### src/sv/d2yp_pkg.sv
// ----------------------------------------------------------------------------
// d2yp_pkg
// Shared constants, types and the arctangent table for the yaw/pitch pipeline.
// ----------------------------------------------------------------------------
`default_nettype none

package d2yp_pkg;

   localparam int COORD_WIDTH   = 32;
   localparam int CORDIC_STAGES = 24;

   localparam int TABLE_LEN  = 32;
   localparam int RUN_STAGES = (CORDIC_STAGES < TABLE_LEN) ? CORDIC_STAGES : TABLE_LEN;
   localparam int IDX_W      = $clog2(TABLE_LEN);

   // datapath: differences scaled so that every value fits 63 signed bits
   localparam int DATA_W     = 63;
   localparam int DIFF_W     = COORD_WIDTH + 1;
   localparam int GUARD_BITS = 59 - COORD_WIDTH;
   localparam int PAD_W      = DATA_W - DIFF_W - GUARD_BITS;

   // angles, Q.16 degrees
   localparam int ANG_W   = 26;
   localparam int YAW_W   = 26;
   localparam int PITCH_W = 24;

   localparam logic signed [ANG_W:0] DEG90     = (ANG_W + 1)'(5898240);
   localparam logic signed [ANG_W:0] YAW_MIN   = -(ANG_W + 1)'(17694720);
   localparam logic signed [ANG_W:0] YAW_MAX   = (ANG_W + 1)'(5898240);
   localparam logic signed [ANG_W:0] PITCH_LIM = (ANG_W + 1)'(5898240);

   // gain compensation: x * GAIN_INV / 2^GAIN_FRAC, round half up
   localparam int GAIN_W    = 29;
   localparam int GAIN_FRAC = 29;
   localparam int SPLIT     = 32;
   localparam int HI_W      = DATA_W - SPLIT;
   localparam int PHI_W     = HI_W + GAIN_W;
   localparam int PLO_W     = SPLIT + GAIN_W;
   localparam logic [GAIN_W-1:0] GAIN_INV = GAIN_W'(326016437);

   // stream widths
   localparam int NUM_IN = 6;
   localparam int REQ_W  = ((NUM_IN * COORD_WIDTH + 7) / 8) * 8;
   localparam int RSP_W  = ((YAW_W + PITCH_W + 7) / 8) * 8;

   // pipeline depth up to the output register
   localparam int PIPE_LEN = 2 * RUN_STAGES + 5;
   localparam int SIDE_LEN = RUN_STAGES + 3;

   typedef struct packed {
      logic signed [DATA_W-1:0] x;
      logic signed [DATA_W-1:0] y;
      logic signed [ANG_W-1:0]  z;
      logic                     zero;
   } vec_type;

   typedef struct packed {
      logic signed [PITCH_W-1:0] pitch;
      logic signed [YAW_W-1:0]   yaw;
   } rsp_type;

   // round(atan(2^-i) in degrees * 2^16)
   function automatic logic signed [ANG_W-1:0] atan_deg(input logic [IDX_W-1:0] idx);
      logic signed [ANG_W-1:0] v;
      case (idx)
         5'd0:    v = ANG_W'(2949120);
         5'd1:    v = ANG_W'(1740967);
         5'd2:    v = ANG_W'(919879);
         5'd3:    v = ANG_W'(466945);
         5'd4:    v = ANG_W'(234379);
         5'd5:    v = ANG_W'(117304);
         5'd6:    v = ANG_W'(58666);
         5'd7:    v = ANG_W'(29335);
         5'd8:    v = ANG_W'(14668);
         5'd9:    v = ANG_W'(7334);
         5'd10:   v = ANG_W'(3667);
         5'd11:   v = ANG_W'(1833);
         5'd12:   v = ANG_W'(917);
         5'd13:   v = ANG_W'(458);
         5'd14:   v = ANG_W'(229);
         5'd15:   v = ANG_W'(115);
         5'd16:   v = ANG_W'(57);
         5'd17:   v = ANG_W'(29);
         5'd18:   v = ANG_W'(14);
         5'd19:   v = ANG_W'(7);
         5'd20:   v = ANG_W'(4);
         5'd21:   v = ANG_W'(2);
         5'd22:   v = ANG_W'(1);
         default: v = '0;
      endcase
      return v;
   endfunction

endpackage

`default_nettype wire

### src/sv/d2yp_prep.sv
// ----------------------------------------------------------------------------
// d2yp_prep
// CORDIC entry stage: zero detect and quarter turn of left-half-plane vectors.
// ----------------------------------------------------------------------------
`default_nettype none

module d2yp_prep (
   input  wire logic                               clock,
   input  wire logic                               en,
   input  wire logic signed [d2yp_pkg::DATA_W-1:0] x_in,
   input  wire logic signed [d2yp_pkg::DATA_W-1:0] y_in,
   output d2yp_pkg::vec_type                       vec_ff
);

   d2yp_pkg::vec_type vec_in;

   always_comb begin
      vec_in.x    = x_in;
      vec_in.y    = y_in;
      vec_in.z    = '0;
      vec_in.zero = (x_in == '0) && (y_in == '0);
      if (x_in[d2yp_pkg::DATA_W-1]) begin
         if (!y_in[d2yp_pkg::DATA_W-1]) begin
            vec_in.x = y_in;
            vec_in.y = -x_in;
            vec_in.z = d2yp_pkg::DEG90[d2yp_pkg::ANG_W-1:0];
         end else begin
            vec_in.x = -y_in;
            vec_in.y = x_in;
            vec_in.z = -d2yp_pkg::DEG90[d2yp_pkg::ANG_W-1:0];
         end
      end
   end

   always_ff @(posedge clock) begin
      if (en) begin
         vec_ff <= vec_in;
      end
   end

endmodule

`default_nettype wire

### config.mk
export PLATFORM = sky130hd
export DESIGN_NAME = d2yp_prep
export DESIGN_NICKNAME = d
export VERILOG_FILES = /design/src/sv/d2yp_pkg.sv /design/src/sv/d2yp_prep.sv
export SDC_FILE = /design/constraint.sdc
export NUM_CORES = 1
export LEC_CHECK = 0
export BUFFER_PORTS_ARGS = -buffer_cell sky130_fd_sc_hd__buf_4
export CAP_MARGIN = 20
export CELL_PAD_IN_SITES_DETAIL_PLACEMENT = 1
export CELL_PAD_IN_SITES_GLOBAL_PLACEMENT = 1
export CORE_MARGIN = 3
export CORE_UTILIZATION = 39
export DETAILED_ROUTE_END_ITERATION = 10
export HOLD_SLACK_MARGIN = 0.08
export PLACE_DENSITY = 0.93
export SYNTH_ARGS = -nofsm -noshare
export SYNTH_HDL_FRONTEND = slang
export SYNTH_SLANG_ARGS = --single-unit
export TNS_END_PERCENT = 30
### constraint.sdc
create_clock -name clock -period 3.7 [get_ports clock]
set_input_delay 0.74 -clock clock [delete_from_list [all_inputs] [get_ports clock]]
set_output_delay 0.74 -clock clock [all_outputs]
set_load 0.01 [all_outputs]
---- Word-level counts from Yosys, hierarchy flattened ----
Cells that the tools add are included.
word-level totals
  input bits .............................. 128
  bits in registers ....................... 153
operators by class
  reductions and logical operators ........ 4
  add/subtract/negate cells ............... 2
  mux-type cells .......................... 2
operators with widths
  cell                 count
  151-bit two-way mux  2
  63-bit zero test     2
  63-bit negator       2
  2-bit AND reduction  1
  1-bit logical AND    1

---- Longest topological paths before layout ----
  word-level depth ........................ 3
  depth in mapped cells ................... 10

---- Worst setup path before layout ----
No wires, ideal clock.
  path kind ............................... input port to flip-flop
  start ................................... input port y_in[10] in the netlist's numbering
  end ..................................... register vec_ff[149] in the netlist's numbering, data pin
  stages on the path ...................... 7
  required time ........................... 3.564 ns
  arrival ................................. 3.129 ns
  slack ................................... 0.436 ns
  setup time .............................. 0.136 ns
  path through ............................ or4_4 -> or4_4 -> buf_6 -> or4_1 -> buf_2 -> or4_1 -> nand3_1
RTL lines
  what                  RTL line         source
  start, declared       d2yp_prep.sv:11  input wire logic signed [d2yp_pkg::DATA_W-1:0] y_in,
  end signal, assigned  d2yp_prep.sv:37  vec_ff <= vec_in;
  end, declared         d2yp_prep.sv:12  output d2yp_pkg::vec_type vec_ff

==> flow_summary.toml <==
[sta]
final_hold_viol_count = 0
tns_ns = 0
finalMaxSlewViolations = 0
fmax_ghz = 0.329
rsz0062_at_grt = "no"
layout_min_cycle_time_ns = 3.04
setup_viol = 0
slew_headroom_pct = 32.6
worst_slew_pin_slew_ns = 1.01
period_share_pct = 82.2

[global_routing]
grt_pass1_wl_um = 57700
grt_usage_pct = 30.2
first_global_vias = 9707
grt_max_degree = 74
grt_overflow = 0
antenna_found_initial = 5

[synthesis]
yosys_warnings = 0
yosysSeqAreaShare_pct = 43.4
synth-edff-count = 130
synth-main-ff-cell = "edfxtp_1"
synth-seq-cells = 130
async_flop_share_pct = 0
synth.distinct_cells = 53
syn_inst = 990
syn_area_per_cell_um2 = 9.10
syn-cell-area_mm2 = 0.00900

[worst_setup_path]
critPathKind = "in -> reg"
critical_path.cell_chain = "buf_4 > or4_4 > or4_4 > or4_1 > or4_1 > nand3_1"
cp_max_fo = 9
cp-end-kind = "flip-flop"
required_ns = 4.00
critPathSlowestCell = "or4_1"
start_kind = "primary input"
crit_arrival_ns = 3.34
cp_slowest_stage_delay_ns = 0.74

[clocking]
post_cts_resized = 0
cts_max_path_buffers = 2
cts_setup_buffers = 0
cts.reportedPaths.clkPinSlew_ns = 0.06
cts_root_buffer = "clkbuf_16"
cts_buffers = 17
cts_max_level = 4
hold_buffers = 0
cts_tree = "yes"
cts_sinks = 130

[routing]
avgViaCountPerCell = 6.52
detail-route-antenna-nets = 0
firstDrtPassIters = 6
drc_errors = 0
drt_wl_total_um = 39200
wl_per_cell_um = 26.0
vias = 9846
drt_iter0_markers = 1240

[floorplan]
die_width_um = 158
die_h_um = 158
start_util_pct = 40.5
die_area_mm2 = 0.0249
rows = 54
coreArea_mm2 = 0.0222
io_pins = 281

[place]
place_hpwl_um = 27400
place.gp.congestion = 0.912
io_buffers = 263
placed_cell_area_mm2 = 0.0112

[layout]
top_regs = "vec_ff x130"
fill_cells = 2551
fin_nets = 1343
fin_area_mm2 = 0.0118
area_growth_pct = 30.7
largest_register_ff_count = 130
drive_gt1_share_pct = 27.8
multi_input_area_mm2 = 0.00463
regArea_mm2 = 0.00390
top_register = "vec_ff"

[power_and_ir_drop]
powerDensity_mw_per_mm2 = 398
irDropWorstVdd_uv = 224
power.leakage_nw = 4.40

[job]
drv_cap = 0

[status]
status = "finished, final reports clean"

[worst_hold_path]
hold_class = "in -> reg"
==> per-stage QoR <==
| step | hold WS [ns] | total power [W] | utilization (%) | setup WS (ns) | std cells |
|---|---|---|---|---|---|
| detailed placement | 1.08 | 0.00288 | 50.2 | 0.226 | 1474 |
| global placement | 1.04 | 0.00284 | 50.2 | 0.240 | 1474 |
| CTS | 0.626 | 0.00467 | 52.9 | 0.665 | 1505 |
| finish | 0.639 | 0.00469 | 53.0 | 0.658 | 1510 |
| global route | 0.627 | 0.00484 | 53.0 | 0.580 | 1510 |
| floorplan | 0.839 | 0.00231 | - | 0.436 | 1006 |
==> layout by cell type (no fill, tap or decap), types with 6 or more instances in the layout <==
master,n
a41oi_1,10
o41ai_1,12
or3_1,39
and2_1,8
o21ai_0,25
or2_2,13
nor2b_1,17
nor3_1,44
clkbuf_16,17
edfxtp_1,130
a21oi_1,78
or4_1,30
a211o_1,9
nand3_1,44
nand4_1,31
a22oi_1,17
nand3b_1,7
nand2_1,32
conb_1,17
a31oi_1,30
a2111o_1,7
buf_4,287
xnor2_1,36
and3_1,6
nor4_1,26
inv_1,18
nor2_1,113
xor2_1,31
o31ai_1,12
==> layer usage <==
metal / GRT usage, % / vias up / share of wire, %
li1: - / 4241 / -
met1: 38.8 / 4763 / 38
met2: 47.1 / 702 / 46
met3: 7.03 / 140 / 10
met4: 16.7 / 0 / 5.7
met5: 0 / - / 0
==> cell type report <==
cell class	instances	share of cell area [%]
Multi-Input combinational cell	756	39.3
Clock buffer	17	3.61
Clock inverter	14	1.53
Sequential cell	130	33.2
Timing Repair Buffer	290	18.7
Inverter	18	0.574
Tap cell	280	2.98
Antenna cell	5	0.106
==> Yosys cell counts, types with 4 or more instances <==
cell type  count  area (µm²)
nor2b_1       17         106
or2_2         13        81.3
a31oi_1       30         188
nand4_1       31         194
a2111oi_0      4        35.0
o211ai_1       4        30.0
xnor2_1       36         315
a21oi_1       78         390
nand3b_1       7        52.6
o31ai_1       12        90.1
inv_1         18        67.6
edfxtp_1     130        3900
a221oi_1       5        43.8
and2_1         8        50.1
a311o_1        5        50.1
mux2i_1        4        40.0
nor2_1       113         424
nor4_1        27         169
or4_1         30         225
a41oi_1       10        87.6
nand2_1       32         120
a211o_1        9        78.8
a2111o_1       7        78.8
buf_1          5        18.8
a222oi_1       5        50.1
and4_1         4        35.0
o21ai_0       25         125
nor3_1        45         225
and3_1         6        37.5
nand3_1       44         220
o41ai_1       12         105
or3_1         39         244
a22oi_1       17         128
o311ai_0       5        43.8
buf_4         23         173
clkbuf_1      72         270
xor2_1        31         272
==> power by group <==
group | internal (W) | leakage [nW] | switching, W
logic | 0.000436 | 2.83 | 0.000596
registers | 0.00180 | 1.27 | 0.0000568
clock network | 0.00107 | 0.296 | 0.000731
total | 0.00331 | 4.40 | 0.00138
==> worst paths after layout <==
| path | slack [ns] | depth (start not counted) | end | from |
|---|---|---|---|---|
| max | 0.66 | 6 | vec_ff[149] | y_in[10] |
| min | 0.64 | 3 | vec_ff[90] | y_in[0] |
==> critical path: cells and delay by family <==
family | cells | cell delay, ns
buffers and inverters | 1 | 0.13
AND/OR/NAND/NOR | 5 | 2.46
==> logic make-up (layout without fill, tap and decap cells) <==
kind of cell	Yosys count	after routing	synth area share (%)
XOR/XNOR	67	67	6.52
buffers and inverters	120	339	6.06
other	1	22	0.0416
AND/OR/NAND/NOR	428	428	25.4
flip-flops	130	130	43.4
multiplexers	5	5	0.570
AO/OA/AOI/OAI	237	237	17.8
adder cells (fa/ha/maj)	2	2	0.278
Note: power is estimated with default switching activity, not from simulation.
