### src/sv/d2yp_pkg.sv
// ----------------------------------------------------------------------------
// d2yp_pkg
// Shared constants, types and the arctangent table for the yaw/pitch pipeline.
// ----------------------------------------------------------------------------
`default_nettype none

package d2yp_pkg;

   localparam int COORD_WIDTH   = 32;
   localparam int CORDIC_STAGES = 24;

   localparam int TABLE_LEN  = 32;
   localparam int RUN_STAGES = (CORDIC_STAGES < TABLE_LEN) ? CORDIC_STAGES : TABLE_LEN;
   localparam int IDX_W      = $clog2(TABLE_LEN);

   // datapath: differences scaled so that every value fits 63 signed bits
   localparam int DATA_W     = 63;
   localparam int DIFF_W     = COORD_WIDTH + 1;
   localparam int GUARD_BITS = 59 - COORD_WIDTH;
   localparam int PAD_W      = DATA_W - DIFF_W - GUARD_BITS;

   // angles, Q.16 degrees
   localparam int ANG_W   = 26;
   localparam int YAW_W   = 26;
   localparam int PITCH_W = 24;

   localparam logic signed [ANG_W:0] DEG90     = (ANG_W + 1)'(5898240);
   localparam logic signed [ANG_W:0] YAW_MIN   = -(ANG_W + 1)'(17694720);
   localparam logic signed [ANG_W:0] YAW_MAX   = (ANG_W + 1)'(5898240);
   localparam logic signed [ANG_W:0] PITCH_LIM = (ANG_W + 1)'(5898240);

   // gain compensation: x * GAIN_INV / 2^GAIN_FRAC, round half up
   localparam int GAIN_W    = 29;
   localparam int GAIN_FRAC = 29;
   localparam int SPLIT     = 32;
   localparam int HI_W      = DATA_W - SPLIT;
   localparam int PHI_W     = HI_W + GAIN_W;
   localparam int PLO_W     = SPLIT + GAIN_W;
   localparam logic [GAIN_W-1:0] GAIN_INV = GAIN_W'(326016437);

   // stream widths
   localparam int NUM_IN = 6;
   localparam int REQ_W  = ((NUM_IN * COORD_WIDTH + 7) / 8) * 8;
   localparam int RSP_W  = ((YAW_W + PITCH_W + 7) / 8) * 8;

   // pipeline depth up to the output register
   localparam int PIPE_LEN = 2 * RUN_STAGES + 5;
   localparam int SIDE_LEN = RUN_STAGES + 3;

   typedef struct packed {
      logic signed [DATA_W-1:0] x;
      logic signed [DATA_W-1:0] y;
      logic signed [ANG_W-1:0]  z;
      logic                     zero;
   } vec_type;

   typedef struct packed {
      logic signed [PITCH_W-1:0] pitch;
      logic signed [YAW_W-1:0]   yaw;
   } rsp_type;

   // round(atan(2^-i) in degrees * 2^16)
   function automatic logic signed [ANG_W-1:0] atan_deg(input logic [IDX_W-1:0] idx);
      logic signed [ANG_W-1:0] v;
      case (idx)
         5'd0:    v = ANG_W'(2949120);
         5'd1:    v = ANG_W'(1740967);
         5'd2:    v = ANG_W'(919879);
         5'd3:    v = ANG_W'(466945);
         5'd4:    v = ANG_W'(234379);
         5'd5:    v = ANG_W'(117304);
         5'd6:    v = ANG_W'(58666);
         5'd7:    v = ANG_W'(29335);
         5'd8:    v = ANG_W'(14668);
         5'd9:    v = ANG_W'(7334);
         5'd10:   v = ANG_W'(3667);
         5'd11:   v = ANG_W'(1833);
         5'd12:   v = ANG_W'(917);
         5'd13:   v = ANG_W'(458);
         5'd14:   v = ANG_W'(229);
         5'd15:   v = ANG_W'(115);
         5'd16:   v = ANG_W'(57);
         5'd17:   v = ANG_W'(29);
         5'd18:   v = ANG_W'(14);
         5'd19:   v = ANG_W'(7);
         5'd20:   v = ANG_W'(4);
         5'd21:   v = ANG_W'(2);
         5'd22:   v = ANG_W'(1);
         default: v = '0;
      endcase
      return v;
   endfunction

endpackage

`default_nettype wire

### src/sv/d2yp_gain.sv
// ----------------------------------------------------------------------------
// d2yp_gain
// Two-stage CORDIC gain compensation: split multiply, then rounded sum.
// ----------------------------------------------------------------------------
`default_nettype none

module d2yp_gain (
   input  wire logic                               clock,
   input  wire logic                               en,
   input  wire logic signed [d2yp_pkg::DATA_W-1:0] mag,
   output logic signed [d2yp_pkg::DATA_W-1:0]      hyp_ff
);

   logic [d2yp_pkg::HI_W-1:0]          hi;
   logic [d2yp_pkg::SPLIT-1:0]         lo;
   logic [d2yp_pkg::PHI_W-1:0]         p_hi_in, p_hi_ff;
   logic [d2yp_pkg::PLO_W-1:0]         p_lo_in, p_lo_ff;
   logic signed [d2yp_pkg::DATA_W-1:0] hyp_in;

   // mag is never negative here
   assign hi = mag[d2yp_pkg::DATA_W-1:d2yp_pkg::SPLIT];
   assign lo = mag[d2yp_pkg::SPLIT-1:0];

   assign p_hi_in = {{d2yp_pkg::GAIN_W{1'b0}}, hi}
                  * {{d2yp_pkg::HI_W{1'b0}}, d2yp_pkg::GAIN_INV};
   assign p_lo_in = {{d2yp_pkg::GAIN_W{1'b0}}, lo}
                  * {{d2yp_pkg::SPLIT{1'b0}}, d2yp_pkg::GAIN_INV}
                  + (d2yp_pkg::PLO_W'(1) << (d2yp_pkg::GAIN_FRAC - 1));

   // high product weighs 2^(SPLIT-GAIN_FRAC) after the scale-down
   assign hyp_in = (d2yp_pkg::DATA_W'(p_hi_ff) <<< (d2yp_pkg::SPLIT - d2yp_pkg::GAIN_FRAC))
                 + d2yp_pkg::DATA_W'(p_lo_ff[d2yp_pkg::PLO_W-1:d2yp_pkg::GAIN_FRAC]);

   always_ff @(posedge clock) begin
      if (en) begin
         p_hi_ff <= p_hi_in;
         p_lo_ff <= p_lo_in;
         hyp_ff  <= hyp_in;
      end
   end

endmodule

`default_nettype wire

### config.mk
export PLATFORM = sky130hd
export DESIGN_NAME = d2yp_gain
export DESIGN_NICKNAME = d
export VERILOG_FILES = /design/src/sv/d2yp_pkg.sv /design/src/sv/d2yp_gain.sv
export SDC_FILE = /design/constraint.sdc
export NUM_CORES = 2
export LEC_CHECK = 0
export BUFFER_PORTS_ARGS = -buffer_cell sky130_fd_sc_hd__buf_2
export CELL_PAD_IN_SITES_DETAIL_PLACEMENT = 1
export CELL_PAD_IN_SITES_GLOBAL_PLACEMENT = 1
export CORE_MARGIN = 2
export CORE_UTILIZATION = 45
export CTS_BUF_LIST = sky130_fd_sc_hd__clkbuf_16
export DETAILED_ROUTE_END_ITERATION = 10
export PLACE_DENSITY_LB_ADDON = 0.1
export SYNTH_ARGS = -nofsm -noshare
export SYNTH_HDL_FRONTEND = slang
export SYNTH_SLANG_ARGS = --single-unit
### constraint.sdc
create_clock -name clock -period 9.5 [get_ports clock]
set_input_delay 0.95 -clock clock [delete_from_list [all_inputs] [get_ports clock]]
set_output_delay 0.95 -clock clock [all_outputs]
set_load 0.01 [all_outputs]
After elaboration in Yosys (flattened, before gate mapping)

Index checks and enable logic that the tools add are counted.

$add $sub $neg: 2
Multipliers: 2
Divide/modulo/power cells: 0
Magnitude comparators: 0
Equal/unequal tests: 0
Shifts and indexed selects: 0
Muxes and demuxes: 0
Bitwise gates (word level): 0
Reduce and logical (&&, ||, !) cells: 0

Operators with widths:

| kind                   | number |
|---|---|
| $add 63x32->63         | 1 |
| $add 61x29->61 const B | 1 |
| $mul 32x29->61 const B | 1 |
| $mul 31x29->60 const B | 1 |

Register bits: 184
Latch bits: 0
Memory bits (writable): 0
Memory bits (read-only): 0
Output and inout bits: 63
Memories kept: 0

Longest topological paths before layout

Depth in word-level cells: 2
Mapped depth: 25

Worst setup path before layout

Ideal clock, no wire load.

Path kind: input port to flip-flop
Start: input mag[41] (netlist bit)
End: register p_hi_ff[44] (netlist bit), data pin
Library setup time: 0.265 ns
Arrival: 7.101 ns
Required time: 9.235 ns
Setup slack: 2.134 ns
Cell stages on the path: 23
Path through: inv_1 > fa_1 > fa_1 > inv_1 > fa_1 > fa_1 > fa_1 > fa_1 > fa_1 > inv_1 > fa_1 > inv_1 > ha_1 > clkbuf_1 > a21o_1 > a31oi_1 > o21ai_0 > a221o_1 > a31oi_1 > o31a_1 > o311ai_2 > a211oi_1 > xnor2_1

Cells in the longest elaborated chain, start to end: 1

RTL lines:

| item                        | RTL line        | text |
|---|---|---|
| start: declaration          | d2yp_gain.sv:10 | `input wire logic signed [d2yp_pkg::DATA_W-1:0] mag,` |
| $mul 31x29->60              | d2yp_gain.sv:25 | `* {{d2yp_pkg::HI_W{1'b0}}, d2yp_pkg::GAIN_INV};` |
| named net p_hi_in (one bit) | d2yp_gain.sv:16 | `logic [d2yp_pkg::PHI_W-1:0] p_hi_in, p_hi_ff;` |
| end signal: assignment      | d2yp_gain.sv:36 | `p_hi_ff <= p_hi_in;` |
| end: declaration            | d2yp_gain.sv:16 |  |

The timed path passes the listed nets, and every way through them passes these cells.
A chain may end at the register's enable or synchronous reset.

Worst setup path after layout

Start: input mag[7] (netlist bit)
End: register p_lo_ff[54] (netlist bit), data pin

Cells in the longest elaborated chain, start to end: 2

RTL lines:

| item                        | RTL line        | text |
|---|---|---|
| $mul 32x29->61              | d2yp_gain.sv:27 | `* {{d2yp_pkg::SPLIT{1'b0}}, d2yp_pkg::GAIN_INV}` |
| $add 61x29->61              | d2yp_gain.sv:28 | `+ (d2yp_pkg::PLO_W'(1) << (d2yp_pkg::GAIN_FRAC - 1));` |
| named net p_lo_in (one bit) | d2yp_gain.sv:17 | `logic [d2yp_pkg::PLO_W-1:0] p_lo_in, p_lo_ff;` |
| end signal: assignment      | d2yp_gain.sv:37 | `p_lo_ff <= p_lo_in;` |
| end: declaration            | d2yp_gain.sv:17 |  |

The timed path passes the listed nets, and every way through them passes these cells.

==> metrics.txt <==
Net count, final=5804; worst relative slew slack=roughly 37%; largest net degree at the start of global routing=84; most frequent cell after synthesis=inv_1; Post-CTS Setup Bufs=0; Post-synth top cells=inv_1, fa_1, ha_1; endpoint class of the critical path=flip-flop; WL per Instance=roughly 23 um; #FFs+latches synth=155; cell count after synthesis=3987; Layout Cell Area excl Fill=0.0452 mm^2; number of placed I/O pins=roughly 130; Slew Limit Fails=0; leading area contributor after synthesis=fa_1; post-synth top area share=42.6%; layout cell share with drive strength beyond 1=4.32%; Initial Util=45.5%; Final period util=86.1%; # fillers=approximately 10000; Least-Margin Pin Slew=~0.95 ns; Vias/cell=~5.2; Max Root-Sink Buffers=2; Die X=approximately 310 um; Clock Skew=0.0164 ns; TritonCTS clock tree=built; grt ovf=0; # placed instances=5341; min Tclk post-route=8.18 ns; number of global-route vias before repair=31456; fraction of registers with async set/reset=0%; die height=311 um; Post-DP Area=approximately 0.045 mm^2; maxcap violations=0; Sum Neg Setup Slack=0 ns; HPWL Detailed=111 mm; Yosys cell types=74; Hold Path Class=flip-flop to flip-flop; post-CTS resize count=0; FP Rows=112; Worst Path Max Fanout=7; RePlAce Congestion=just over 0.9; endpoints failing setup=0; core area=roughly 0.093 mm^2; Setup CP Type=input pin to flip-flop; cts bufs inserted=17; Global Route Usage Sum=26.3%; drt total wl=122 mm; Clk Latency, worst-skew pair=0.45 ns; ys flop type=edfxtp_1; port bufs=127; Clock transition at path regs=0.07 ns; mean post-synth cell area=about 11 um^2; EDFF count, synth=155; sequential area share after synthesis=11.0%; Final Hold Fails=0; # clock sinks=155; Critical Path RT=9.69 ns; antenna violations before repair=0; vias=27809; clock root buffer=clkbuf_16; critical path launch point type=input pin; f_max=roughly 0.12 GHz; DRC=0; syn nets=5685; die area=0.0969 mm^2; first-pass GRT wire length=191 mm; Non-Filler Instances=~5400; RSZ-0062 raised after global routing=false; H-tree depth=4; ranking of synthesized cells by area=fa_1, ha_1, inv_1; hold buffer count at CTS=0; Area Growth Syn to Fin=6.34%; Synthesis Warnings=0; WP data arrival=8.36 ns; Netlist Area Pre-Place=0.0425 mm^2; first-pass iteration count of the detailed router=5; outcome=completed; Final ANT Viol Nets=0; Iter 0 DRT Violations=1535
state kept, by name, summed over array words and instances (netlist names):
name,flops
p_lo_ff,32
hyp_ff,63
p_hi_ff,60
cells in the final DEF (no fill, tap or decap), types with 4 or more instances in the layout:
| cell type | count |
|---|---|
| inv_1 | 1282 |
| fa_1 | 904 |
| ha_1 | 729 |
| edfxtp_1 | 155 |
| a21oi_1 | 141 |
| buf_2 | 126 |
| xnor2_1 | 95 |
| nand2_1 | 89 |
| a21o_1 | 82 |
| nor2_1 | 70 |
| o21ai_0 | 66 |
| xor2_1 | 45 |
| and3_1 | 30 |
| nand4_1 | 30 |
| nand3_1 | 25 |
| o21bai_1 | 24 |
| clkbuf_16 | 17 |
| nor3_1 | 15 |
| a31oi_1 | 14 |
| a211oi_1 | 13 |
| o21a_1 | 13 |
| o2111ai_1 | 10 |
| nand2b_1 | 9 |
| nor2b_1 | 8 |
| o211ai_1 | 8 |
| a221o_1 | 8 |
| and4_1 | 7 |
| and2_1 | 7 |
| o31ai_1 | 5 |
| o31a_1 | 5 |
| a311oi_1 | 5 |
| buf_4 | 5 |
| nor4_1 | 4 |
| a211o_1 | 4 |
critical path, stage by stage:
cell and delay, ns:
buf_2 0.24, inv_1 0.24, fa_1 0.55, fa_1 0.53, inv_1 0.07, fa_1 0.50
inv_1 0.05, fa_1 0.53, inv_1 0.05, fa_1 0.44, fa_1 0.51, fa_1 0.41
ha_1 0.29, ha_1 0.38, nand2_1 0.08, nor4_1 0.34, nand2_1 0.10, a211oi_1 0.46
o21ai_0 0.40, a21oi_1 0.45, a31oi_1 0.30, o21ai_0 0.35, a311oi_1 0.14
stage by stage:
step	setup slack (ns)	hold slack [ns]	util, %
finish	1.32	0.419	48.3
global route	0.838	0.428	48.3
CTS	1.44	0.424	48.3
detailed placement	0.969	0.422	47.7
global placement	1.01	0.401	47.7
floorplan	2.13	0.400	-
layer usage:
layer / GRT usage, % / share of wire, % / vias to the layer above
met4: 3.12 / 1.1 / 0
met1: 39.3 / 48 / 14657
li1: - / - / 12618
met3: 3.43 / 4.4 / 52
met5: 0 / 0 / -
met2: 42.1 / 46 / 482
final timing paths:
check | endpoint | start | slack (ns) | cells past startpoint
max | p_lo_ff[54] | mag[7] | 1.32 | 23
min | hyp_ff[1] | p_lo_ff[30] | 0.42 | 0
max reg2reg | hyp_ff[35] | p_hi_ff[0] | 5.22 | 13
min reg2reg | hyp_ff[1] | p_lo_ff[30] | 0.42 | 0
final cells by class:
type | instances | area [um^2] | share of cell area, %
tap | 1254 | 1570 | 3.47
sequential | 155 | 4650 | 10.3
clock inverter | 14 | 145 | 0.321
clock buffer | 17 | 425 | 0.942
timing repair buffer | 132 | 679 | 1.50
multi-input combinational | 2520 | 32900 | 72.8
inverter | 1280 | 4800 | 10.6
antenna | 1 | 2.50 | 0.00554
cells by family (layout without fill, tap and decap cells):
group | Yosys count | in the layout | share of synthesized area (%)
adders and majority gates | 1633 | 1633 | 64.1
xor gates and xnor gates | 140 | 140 | 2.89
muxes | 1 | 1 | 0.0265
AOI/OAI and AO/OA | 435 | 435 | 6.80
other | 0 | 1 | 0
DFF | 155 | 155 | 11.0
buffers and inverters | 1312 | 1443 | 11.6
and+or+nand+nor | 311 | 311 | 3.65
Power is not shown: default switching activity piles up to over one toggle a cycle in this logic, so the estimate is an artifact.
