===== src/sv/d2yp_pkg.sv =====
// ----------------------------------------------------------------------------
// d2yp_pkg
// Shared constants, types and the arctangent table for the yaw/pitch pipeline.
// ----------------------------------------------------------------------------
`default_nettype none

package d2yp_pkg;

   localparam int COORD_WIDTH   = 32;
   localparam int CORDIC_STAGES = 24;

   localparam int TABLE_LEN  = 32;
   localparam int RUN_STAGES = (CORDIC_STAGES < TABLE_LEN) ? CORDIC_STAGES : TABLE_LEN;
   localparam int IDX_W      = $clog2(TABLE_LEN);

   // datapath: differences scaled so that every value fits 63 signed bits
   localparam int DATA_W     = 63;
   localparam int DIFF_W     = COORD_WIDTH + 1;
   localparam int GUARD_BITS = 59 - COORD_WIDTH;
   localparam int PAD_W      = DATA_W - DIFF_W - GUARD_BITS;

   // angles, Q.16 degrees
   localparam int ANG_W   = 26;
   localparam int YAW_W   = 26;
   localparam int PITCH_W = 24;

   localparam logic signed [ANG_W:0] DEG90     = (ANG_W + 1)'(5898240);
   localparam logic signed [ANG_W:0] YAW_MIN   = -(ANG_W + 1)'(17694720);
   localparam logic signed [ANG_W:0] YAW_MAX   = (ANG_W + 1)'(5898240);
   localparam logic signed [ANG_W:0] PITCH_LIM = (ANG_W + 1)'(5898240);

   // gain compensation: x * GAIN_INV / 2^GAIN_FRAC, round half up
   localparam int GAIN_W    = 29;
   localparam int GAIN_FRAC = 29;
   localparam int SPLIT     = 32;
   localparam int HI_W      = DATA_W - SPLIT;
   localparam int PHI_W     = HI_W + GAIN_W;
   localparam int PLO_W     = SPLIT + GAIN_W;
   localparam logic [GAIN_W-1:0] GAIN_INV = GAIN_W'(326016437);

   // stream widths
   localparam int NUM_IN = 6;
   localparam int REQ_W  = ((NUM_IN * COORD_WIDTH + 7) / 8) * 8;
   localparam int RSP_W  = ((YAW_W + PITCH_W + 7) / 8) * 8;

   // pipeline depth up to the output register
   localparam int PIPE_LEN = 2 * RUN_STAGES + 5;
   localparam int SIDE_LEN = RUN_STAGES + 3;

   typedef struct packed {
      logic signed [DATA_W-1:0] x;
      logic signed [DATA_W-1:0] y;
      logic signed [ANG_W-1:0]  z;
      logic                     zero;
   } vec_type;

   typedef struct packed {
      logic signed [PITCH_W-1:0] pitch;
      logic signed [YAW_W-1:0]   yaw;
   } rsp_type;

   // round(atan(2^-i) in degrees * 2^16)
   function automatic logic signed [ANG_W-1:0] atan_deg(input logic [IDX_W-1:0] idx);
      logic signed [ANG_W-1:0] v;
      case (idx)
         5'd0:    v = ANG_W'(2949120);
         5'd1:    v = ANG_W'(1740967);
         5'd2:    v = ANG_W'(919879);
         5'd3:    v = ANG_W'(466945);
         5'd4:    v = ANG_W'(234379);
         5'd5:    v = ANG_W'(117304);
         5'd6:    v = ANG_W'(58666);
         5'd7:    v = ANG_W'(29335);
         5'd8:    v = ANG_W'(14668);
         5'd9:    v = ANG_W'(7334);
         5'd10:   v = ANG_W'(3667);
         5'd11:   v = ANG_W'(1833);
         5'd12:   v = ANG_W'(917);
         5'd13:   v = ANG_W'(458);
         5'd14:   v = ANG_W'(229);
         5'd15:   v = ANG_W'(115);
         5'd16:   v = ANG_W'(57);
         5'd17:   v = ANG_W'(29);
         5'd18:   v = ANG_W'(14);
         5'd19:   v = ANG_W'(7);
         5'd20:   v = ANG_W'(4);
         5'd21:   v = ANG_W'(2);
         5'd22:   v = ANG_W'(1);
         default: v = '0;
      endcase
      return v;
   endfunction

endpackage

`default_nettype wire


===== src/sv/d2yp_cell.sv =====
// ----------------------------------------------------------------------------
// d2yp_cell
// One vectoring CORDIC micro-rotation, registered.
// ----------------------------------------------------------------------------
`default_nettype none

module d2yp_cell (
   input  wire logic                              clock,
   input  wire logic                              en,
   input  wire logic [d2yp_pkg::IDX_W-1:0]        idx,
   input  wire d2yp_pkg::vec_type                 vec_in,
   output d2yp_pkg::vec_type                      vec_ff
);

   logic signed [d2yp_pkg::DATA_W-1:0] xs;
   logic signed [d2yp_pkg::DATA_W-1:0] ys;
   logic signed [d2yp_pkg::ANG_W-1:0]  step;
   d2yp_pkg::vec_type                  nxt_in;

   always_comb begin
      xs   = vec_in.x >>> idx;   // floor shift
      ys   = vec_in.y >>> idx;
      step = d2yp_pkg::atan_deg(idx);
      nxt_in.zero = vec_in.zero;
      if (!vec_in.y[d2yp_pkg::DATA_W-1]) begin
         nxt_in.x = vec_in.x + ys;
         nxt_in.y = vec_in.y - xs;
         nxt_in.z = vec_in.z + step;
      end else begin
         nxt_in.x = vec_in.x - ys;
         nxt_in.y = vec_in.y + xs;
         nxt_in.z = vec_in.z - step;
      end
   end

   always_ff @(posedge clock) begin
      if (en) begin
         vec_ff <= nxt_in;
      end
   end

endmodule

`default_nettype wire


===== config.mk =====
export PLATFORM = sky130hd
export DESIGN_NAME = d2yp_cell
export DESIGN_NICKNAME = d
export VERILOG_FILES = /design/src/sv/d2yp_pkg.sv /design/src/sv/d2yp_cell.sv
export SDC_FILE = /design/constraint.sdc
export NUM_CORES = 1
export LEC_CHECK = 0
export BUFFER_PORTS_ARGS = -buffer_cell sky130_fd_sc_hd__buf_2
export CAP_MARGIN = 15
export CORE_MARGIN = 2
export CORE_UTILIZATION = 38
export DETAILED_ROUTE_END_ITERATION = 8
export PLACE_DENSITY = 0.66
export SLEW_MARGIN = 15
export SYNTH_ARGS = -nofsm -noshare
export SYNTH_HDL_FRONTEND = slang
export SYNTH_SLANG_ARGS = --single-unit

===== constraint.sdc =====
create_clock -name clock -period 13.91 [get_ports clock]
set_clock_uncertainty 0.15 [all_clocks]
set_input_delay 4.173 -clock clock [delete_from_list [all_inputs] [get_ports clock]]
set_output_delay 4.173 -clock clock [all_outputs]
set_load 0.02 [all_outputs]

# Word-level counts from Yosys, hierarchy flattened

Memories as Yosys holds them, arrays and structs flattened.
Index checks and enable logic that the tools add are counted.

Bits in registers: 153
ROM bits: 704
Input bits: 160
Output and inout bits: 153
Logic and storage cells: 14
Memories: 1

Memories:

| memory          | words | width | read ports | clocked after Yosys merged registers in | write ports | line           | text |
|---|---|---|---|---|---|---|---|
| (no name shown) | 32    | 22    | 1          | 0                                       | 0           | d2yp_pkg.sv:65 | `case (idx)` |

Add/sub/neg operators: 6
Shifts and indexed selects: 2
Mux-type cells: 1

Operators with widths:

| operator         | number |
|---|---|
| $mux W152        | 1 |
| $add A63 B63 Y63 | 2 |
| $sshr A63 B5 Y63 | 2 |
| $sub A63 B63 Y63 | 2 |
| $add A26 B26 Y26 | 1 |
| $sub A26 B26 Y26 | 1 |

# Longest topological paths before layout

Gate-level depths: netlist of run 1.

Word-level depth: 3
Mapped depth: 33
Mapped depth without buffers: 26

# Worst setup path after synthesis of run 1

No wires, ideal clock.

Kind: input to register
From: input idx[3] (netlist bit)
To: register vec_ff[147] (netlist bit), data pin
Arrival: 10974 ps
Data required time: 13504 ps
Setup slack: 2530 ps
Cell stages on the path: 29
Path buffers: 4
Cell sequence: buf_2 buf_1 buf_1 mux4_2 mux4_2 mux2i_1 ha_1 o211ai_1 nor4_1 nand4_1 nor4_2 nand4_1 nand2b_1 nand3_1 o21ai_0 a311o_1 ha_1 clkbuf_1 a21o_1 a21o_1 a21oi_1 nor2_1 a211oi_1 o21ai_0 a31o_2 o2111ai_1 a21boi_0 or4b_2 o211a_1

RTL lines:

| element                | line            | text |
|---|---|---|
| start: declaration     | d2yp_cell.sv:10 | `input wire logic [d2yp_pkg::IDX_W-1:0] idx,` |
| end signal: assignment | d2yp_cell.sv:38 | `vec_ff <= nxt_in;` |
| end: declaration       | d2yp_cell.sv:12 | `output d2yp_pkg::vec_type vec_ff` |

==> results of run 1 <==
## stage by stage
stage	std cells	util (%)	area [um2]	power [mW]
2_1_floorplan	3144	-	28400	2.18
3_5_place_dp	4258	41.2	30600	2.78
4_1_cts	4290	41.9	31100	3.27
6_report	4303	42.0	31100	3.29
5_1_grt	4300	42.0	31100	3.48
3_3_place_gp	4258	41.2	30600	2.79
## cells in the mapped netlist, drive strengths merged, types with 16 or more instances
| cell type | instances |
|---|---|
| a211oi | 38 |
| a21o | 97 |
| a21oi | 291 |
| a31oi | 49 |
| and2 | 33 |
| and3 | 31 |
| buf | 116 |
| clkbuf | 99 |
| edfxtp | 153 |
| ha | 172 |
| inv | 71 |
| mux2 | 78 |
| mux2i | 150 |
| mux4 | 242 |
| nand2 | 237 |
| nand2b | 33 |
| nand3 | 61 |
| nand4 | 36 |
| nor2 | 244 |
| nor2b | 40 |
| nor3 | 94 |
| nor4 | 22 |
| o211ai | 17 |
| o21a | 31 |
| o21ai | 157 |
| o21bai | 21 |
| o22ai | 28 |
| o31ai | 16 |
| xnor2 | 160 |
| xor2 | 103 |
## kinds of logic after synthesis
kind of cell,after synthesis,synth area share (%)
buf+inv,287,4.55
compound gates,884,19.7
fa+ha+maj,175,7.80
simple gates,912,16.0
xor+xnor,263,8.12
flops,153,16.2
mux,470,27.6
## final cells by class
cell class / count / area share, %
sequential: 153 / 14.8
antenna: 13 / 0.104
inverter: 72 / 0.880
tap: 969 / 3.89
timing repair buffer: 360 / 6.38
clock buffer: 17 / 1.37
multi-input combinational: 2704 / 72.2
clock inverter: 15 / 0.378
## worst max path at each step
stage                             end  slack [ps]  cells after the start
final                     vec_ff[147]        1500                     26
after floorplan           vec_ff[147]        2530                     29
after detailed placement  vec_ff[147]        1160                     27
after CTS                 vec_ff[147]        1680                     27
after global placement    vec_ff[147]        1270                     27
after global routing       vec_ff[83]         910                     23
## power by group through the flow
stage	Combinational [mW]	Clock, mW	Sequential, mW
after floorplan	1.25	0	0.934
after global placement	2.03	0	0.760
after detailed placement	2.03	0	0.757
after CTS	2.04	0.481	0.751
after global routing	2.23	0.490	0.763
final	2.08	0.464	0.747
## layer usage
| metal | global-route usage [%] | up-vias | part of all wire (%) |
|---|---|---|---|
| li1 | - | 12500 | - |
| met3 | 7.72 | 294 | 12 |
| met4 | 12.3 | 4 | 4.7 |
| met5 | 0 | - | 0.057 |
| met1 | 38.0 | 13500 | 40 |
| met2 | 43.2 | 1885 | 44 |
==> metrics.txt, run 1 <==
status finished clean; Place WS 1160 ps; Initial DRT Pass Iterations 7; Top FF cell, synth edfxtp_1; GPL Wtd Cong 1.03; critical path arrival 12510 ps; Setup crit end kind register; remaining antenna violation count 0; via count 28200; grt ovf 0; pin count of the biggest net entering global routing 129; Largest regs vec_ff (153); top area cells in the synthesized netlist mux4_2 19%, edfxtp_1 16%, ha_1 7.6%; crit share post-route 89.2%; max FFs per register 153; dpl hpwl 87000 um; fillers 7378; vias per inst 6.56; Post-synth ARST share 0%; Port Buffers 312; max-cap check violation count 0; CTS tree yes; Final WS setup 1500 ps; initial antenna violation count 13; die width 277 um; Root Buffer clkbuf_16; WHS Endpoint vec_ff[0]; Setup Buffers After CTS 0; Hold Path Origin vec_in[0]; CTS Buf Count 17; sequential share of the synthesized area 16.2%; Mapped Nets 3479; share of cells above drive strength 1 22.8%; final hold vios 0; clock buffer depth 2; fin crit period 12410 ps; Clock power frac 14.1%; WHS Path Cells 1; Core ar. 74200 um2; Post-Synthesis Cells 3144; H-tree Lvls 4; post-CTS resize count 0; slowest CP cell nor4_2; height of the die 277 um; CTS hold repair buffers 0; internal power 1.73 mW; Ys Warns 0; final setup TNS 0 ps; cell family with most CP delay compound AO/OA/AOI/OAI gates; Leakage 12.4 nW; launch point of the critical path idx[0]; Cell Pwr Density 106 nW/um2; number of remaining DRC errors 0; IO Count 313; Reg area 4590 um2; combinational share of power 63.2%; initial drt markers 3956; Max Fclk 0.0806 GHz; sw frac 47.5%; CP peak stage delay 760 ps; max-slew violation count 0; Tot GR Track Use 28.5%; Starting Density 38.2%; critical path class in -> reg; Slew HR 19.7%; hold_ws 3690 ps; P_sw 1.57 mW; CP startpoint kind input port; Layout area overhead 9.76%; clk sinks 153; Syn Area/Cell 9.03 um2; clk slew on worst S/H paths 70 ps; vias in the first global route 26200; RSZ-0062 raised after global routing no; top cell type's share of synthesized area 19.1%; final setup fails 0; area of the multi-input gates 22500 um2; WP data required 14020 ps; count of cell types in the netlist 97; WL/cell 26.2 um; Synth Register Bits 153; Post-Syn Area 28400 um2; cell taking the most area after synthesis mux4_2; global-route wire length before repair 168000 um; Worst Path Max Fanout 87; most frequent cells in the layout 305 x buf_2, 291 x a21oi_1, 243 x nor2_1; Seq pwr share 22.7%; worst slew pin tran 1200 ps; min-delay worst type in -> reg; Routed WL 113000 um; Largest Register vec_ff; die area 76900 um2; maximum vdd drop 0.0663 mV; Critical path buffers and inverters 3; commonest non-fill, non-tap cell in the layout buf_2; FP Rows 100; Nets 3643; number of synthesized flops with an enable pin 153
No activity file was read; power rests on OpenSTA's default activity.
==> run 2, diff against run 1 <==
==> constraint.sdc (replaced) <==
create_clock -name clock -period 13.91 [get_ports clock]
set_clock_uncertainty 0.15 [all_clocks]
set_input_delay 1.391 -clock clock [delete_from_list [all_inputs] [get_ports clock]]
set_output_delay 1.391 -clock clock [all_outputs]
set_load 0.02 [all_outputs]
==> metrics.txt, run 2 (synthesis results as in run 1) <==
status finished clean (unchanged); die width 277 um (unchanged); Slew HR 22.4% (was 19.7%); WHS Path Cells 1 (unchanged); FP Rows 100 (unchanged); vias in the first global route 26100 (was 26200); min-delay worst type in -> reg (unchanged); GPL Wtd Cong 1.03 (about the same); internal power 1.72 mW (was 1.73 mW); clk sinks 153 (unchanged); Reg area 4590 um2 (unchanged); fin crit period 10470 ps (was 12410 ps); maximum vdd drop 0.0742 mV (was 0.0663 mV); final setup fails 0 (unchanged); final hold vios 0 (unchanged); Layout area overhead 9.43% (was 9.76%); initial drt markers 3963 (was 3956); Root Buffer clkbuf_16 (unchanged); max-cap check violation count 0 (unchanged); fillers 7430 (was 7378); combinational share of power 63.1% (was 63.2%); CTS hold repair buffers 0 (unchanged); Setup Buffers After CTS 0 (unchanged); clk slew on worst S/H paths 70 ps (about the same); max FFs per register 153 (unchanged); area of the multi-input gates 22500 um2 (about the same); post-CTS resize count 0 (unchanged); Core ar. 74200 um2 (unchanged); Cell Pwr Density 105 nW/um2 (was 106 nW/um2); commonest non-fill, non-tap cell in the layout buf_2 (unchanged); grt ovf 0 (unchanged); WP data required 14010 ps (was 14020 ps); Nets 3629 (was 3643); Port Buffers 312 (unchanged); H-tree Lvls 4 (unchanged); RSZ-0062 raised after global routing no (unchanged); CTS Buf Count 17 (unchanged); CTS tree yes (unchanged); P_sw 1.55 mW (was 1.57 mW); critical path arrival 10570 ps (was 12510 ps); IO Count 313 (unchanged); Routed WL 111000 um (was 113000 um); Tot GR Track Use 27.9% (was 28.5%); initial antenna violation count 15 (was 13); height of the die 277 um (unchanged); Max Fclk 0.0955 GHz (was 0.0806 GHz); number of remaining DRC errors 0 (unchanged); CP startpoint kind input port (unchanged); crit share post-route 75.3% (was 89.2%); dpl hpwl 84900 um (was 87000 um); Leakage 12.4 nW (about the same); slowest CP cell or4b_2 (was nor4_2); dpl cell area 30500 um2 (was 30600 um2); placed insts 4244 (was 4258); Hold Path Origin vec_in[0] (unchanged); max-slew violation count 0 (unchanged); final instance area 31100 um2 (about the same); critical path class in -> reg (unchanged); CP peak stage delay 680 ps (was 760 ps); remaining antenna violation count 0 (unchanged); pin count of the biggest net entering global routing 138 (was 129); via count 28100 (was 28200); Overall Power 3.27 mW (was 3.29 mW); fin cells 4291 (was 4303); Seq pwr share 22.8% (was 22.7%); Largest Register vec_ff (unchanged); global-route wire length before repair 165000 um (was 168000 um); WL/cell 25.8 um (was 26.2 um); die area 76900 um2 (unchanged); worst slew pin tran 1160 ps (was 1200 ps); Clock power frac 14.1% (about the same); Starting Density 38.2% (unchanged); final setup TNS 0 ps (unchanged); Setup crit end kind register (unchanged); clock buffer depth 2 (unchanged); most frequent cells in the layout 305 x buf_2, 291 x a21oi_1, 244 x nor2_1 (was 305 x buf_2, 291 x a21oi_1, 243 x nor2_1); sw frac 47.3% (was 47.5%); Largest regs vec_ff (153) (unchanged); WHS Endpoint vec_ff[0] (unchanged); share of cells above drive strength 1 22.5% (was 22.8%); vias per inst 6.55 (was 6.56); Worst Path Max Fanout 68 (was 87); Initial DRT Pass Iterations 7 (unchanged)
## run 2: layout make-up
cell class	instances	area share (%)
multi-input combinational	2704	72.5
sequential	153	14.8
timing repair buffer	346	6.06
tap	969	3.90
clock buffer	17	1.37
inverter	72	0.882
clock inverter	15	0.375
antenna	15	0.121
## run 2: worst max path at each step
stage,slack [ps],endpoint,startpoint,cells after the start
final,3440,vec_ff[147],idx[0],27
after global routing,2870,vec_ff[147],idx[0],27
after CTS,3650,vec_ff[147],idx[0],27
after detailed placement,3130,vec_ff[147],idx[0],27
after global placement,3190,vec_ff[147],idx[0],27
after floorplan,5310,vec_ff[147],idx[3],29
## run 2: critical path, delay by kind of cell
kind / cells / cell delay, ps
buffers and inverters: 2 / 1050
muxes: 3 / 1440
AOI/OAI and AO/OA: 12 / 2670
adders and majority gates: 2 / 660
and+or+nand+nor: 8 / 3180
## run 2: layer usage
metal / vias to the layer above / part of all wire, % / track usage, %
met2: 1756 / 44 / 42.0
li1: 12500 / - / -
met1: 13600 / 41 / 37.5
met4: 4 / 4.0 / 11.2
met5: - / 0.016 / 0.750
met3: 272 / 11 / 7.88
## run 2: metrics by stage
stage	util, %	hold WS [ps]	setup WS [ps]
finish	41.9	918	3440
global route	41.8	902	2870
CTS	41.8	880	3650
detailed placement	41.0	1430	3130
global placement	41.0	1420	3190
floorplan	-	1340	5310
## run 2: power groups by stage
| stage | Clock (mW) | Sequential (mW) | Combinational, mW |
|---|---|---|---|
| 6_report | 0.462 | 0.745 | 2.06 |
| 5_1_grt | 0.487 | 0.762 | 2.22 |
| 3_5_place_dp | 0 | 0.756 | 2.01 |
| 3_3_place_gp | 0 | 0.759 | 2.01 |
| 2_1_floorplan | 0 | 0.934 | 1.25 |
| 4_1_cts | 0.476 | 0.750 | 2.03 |
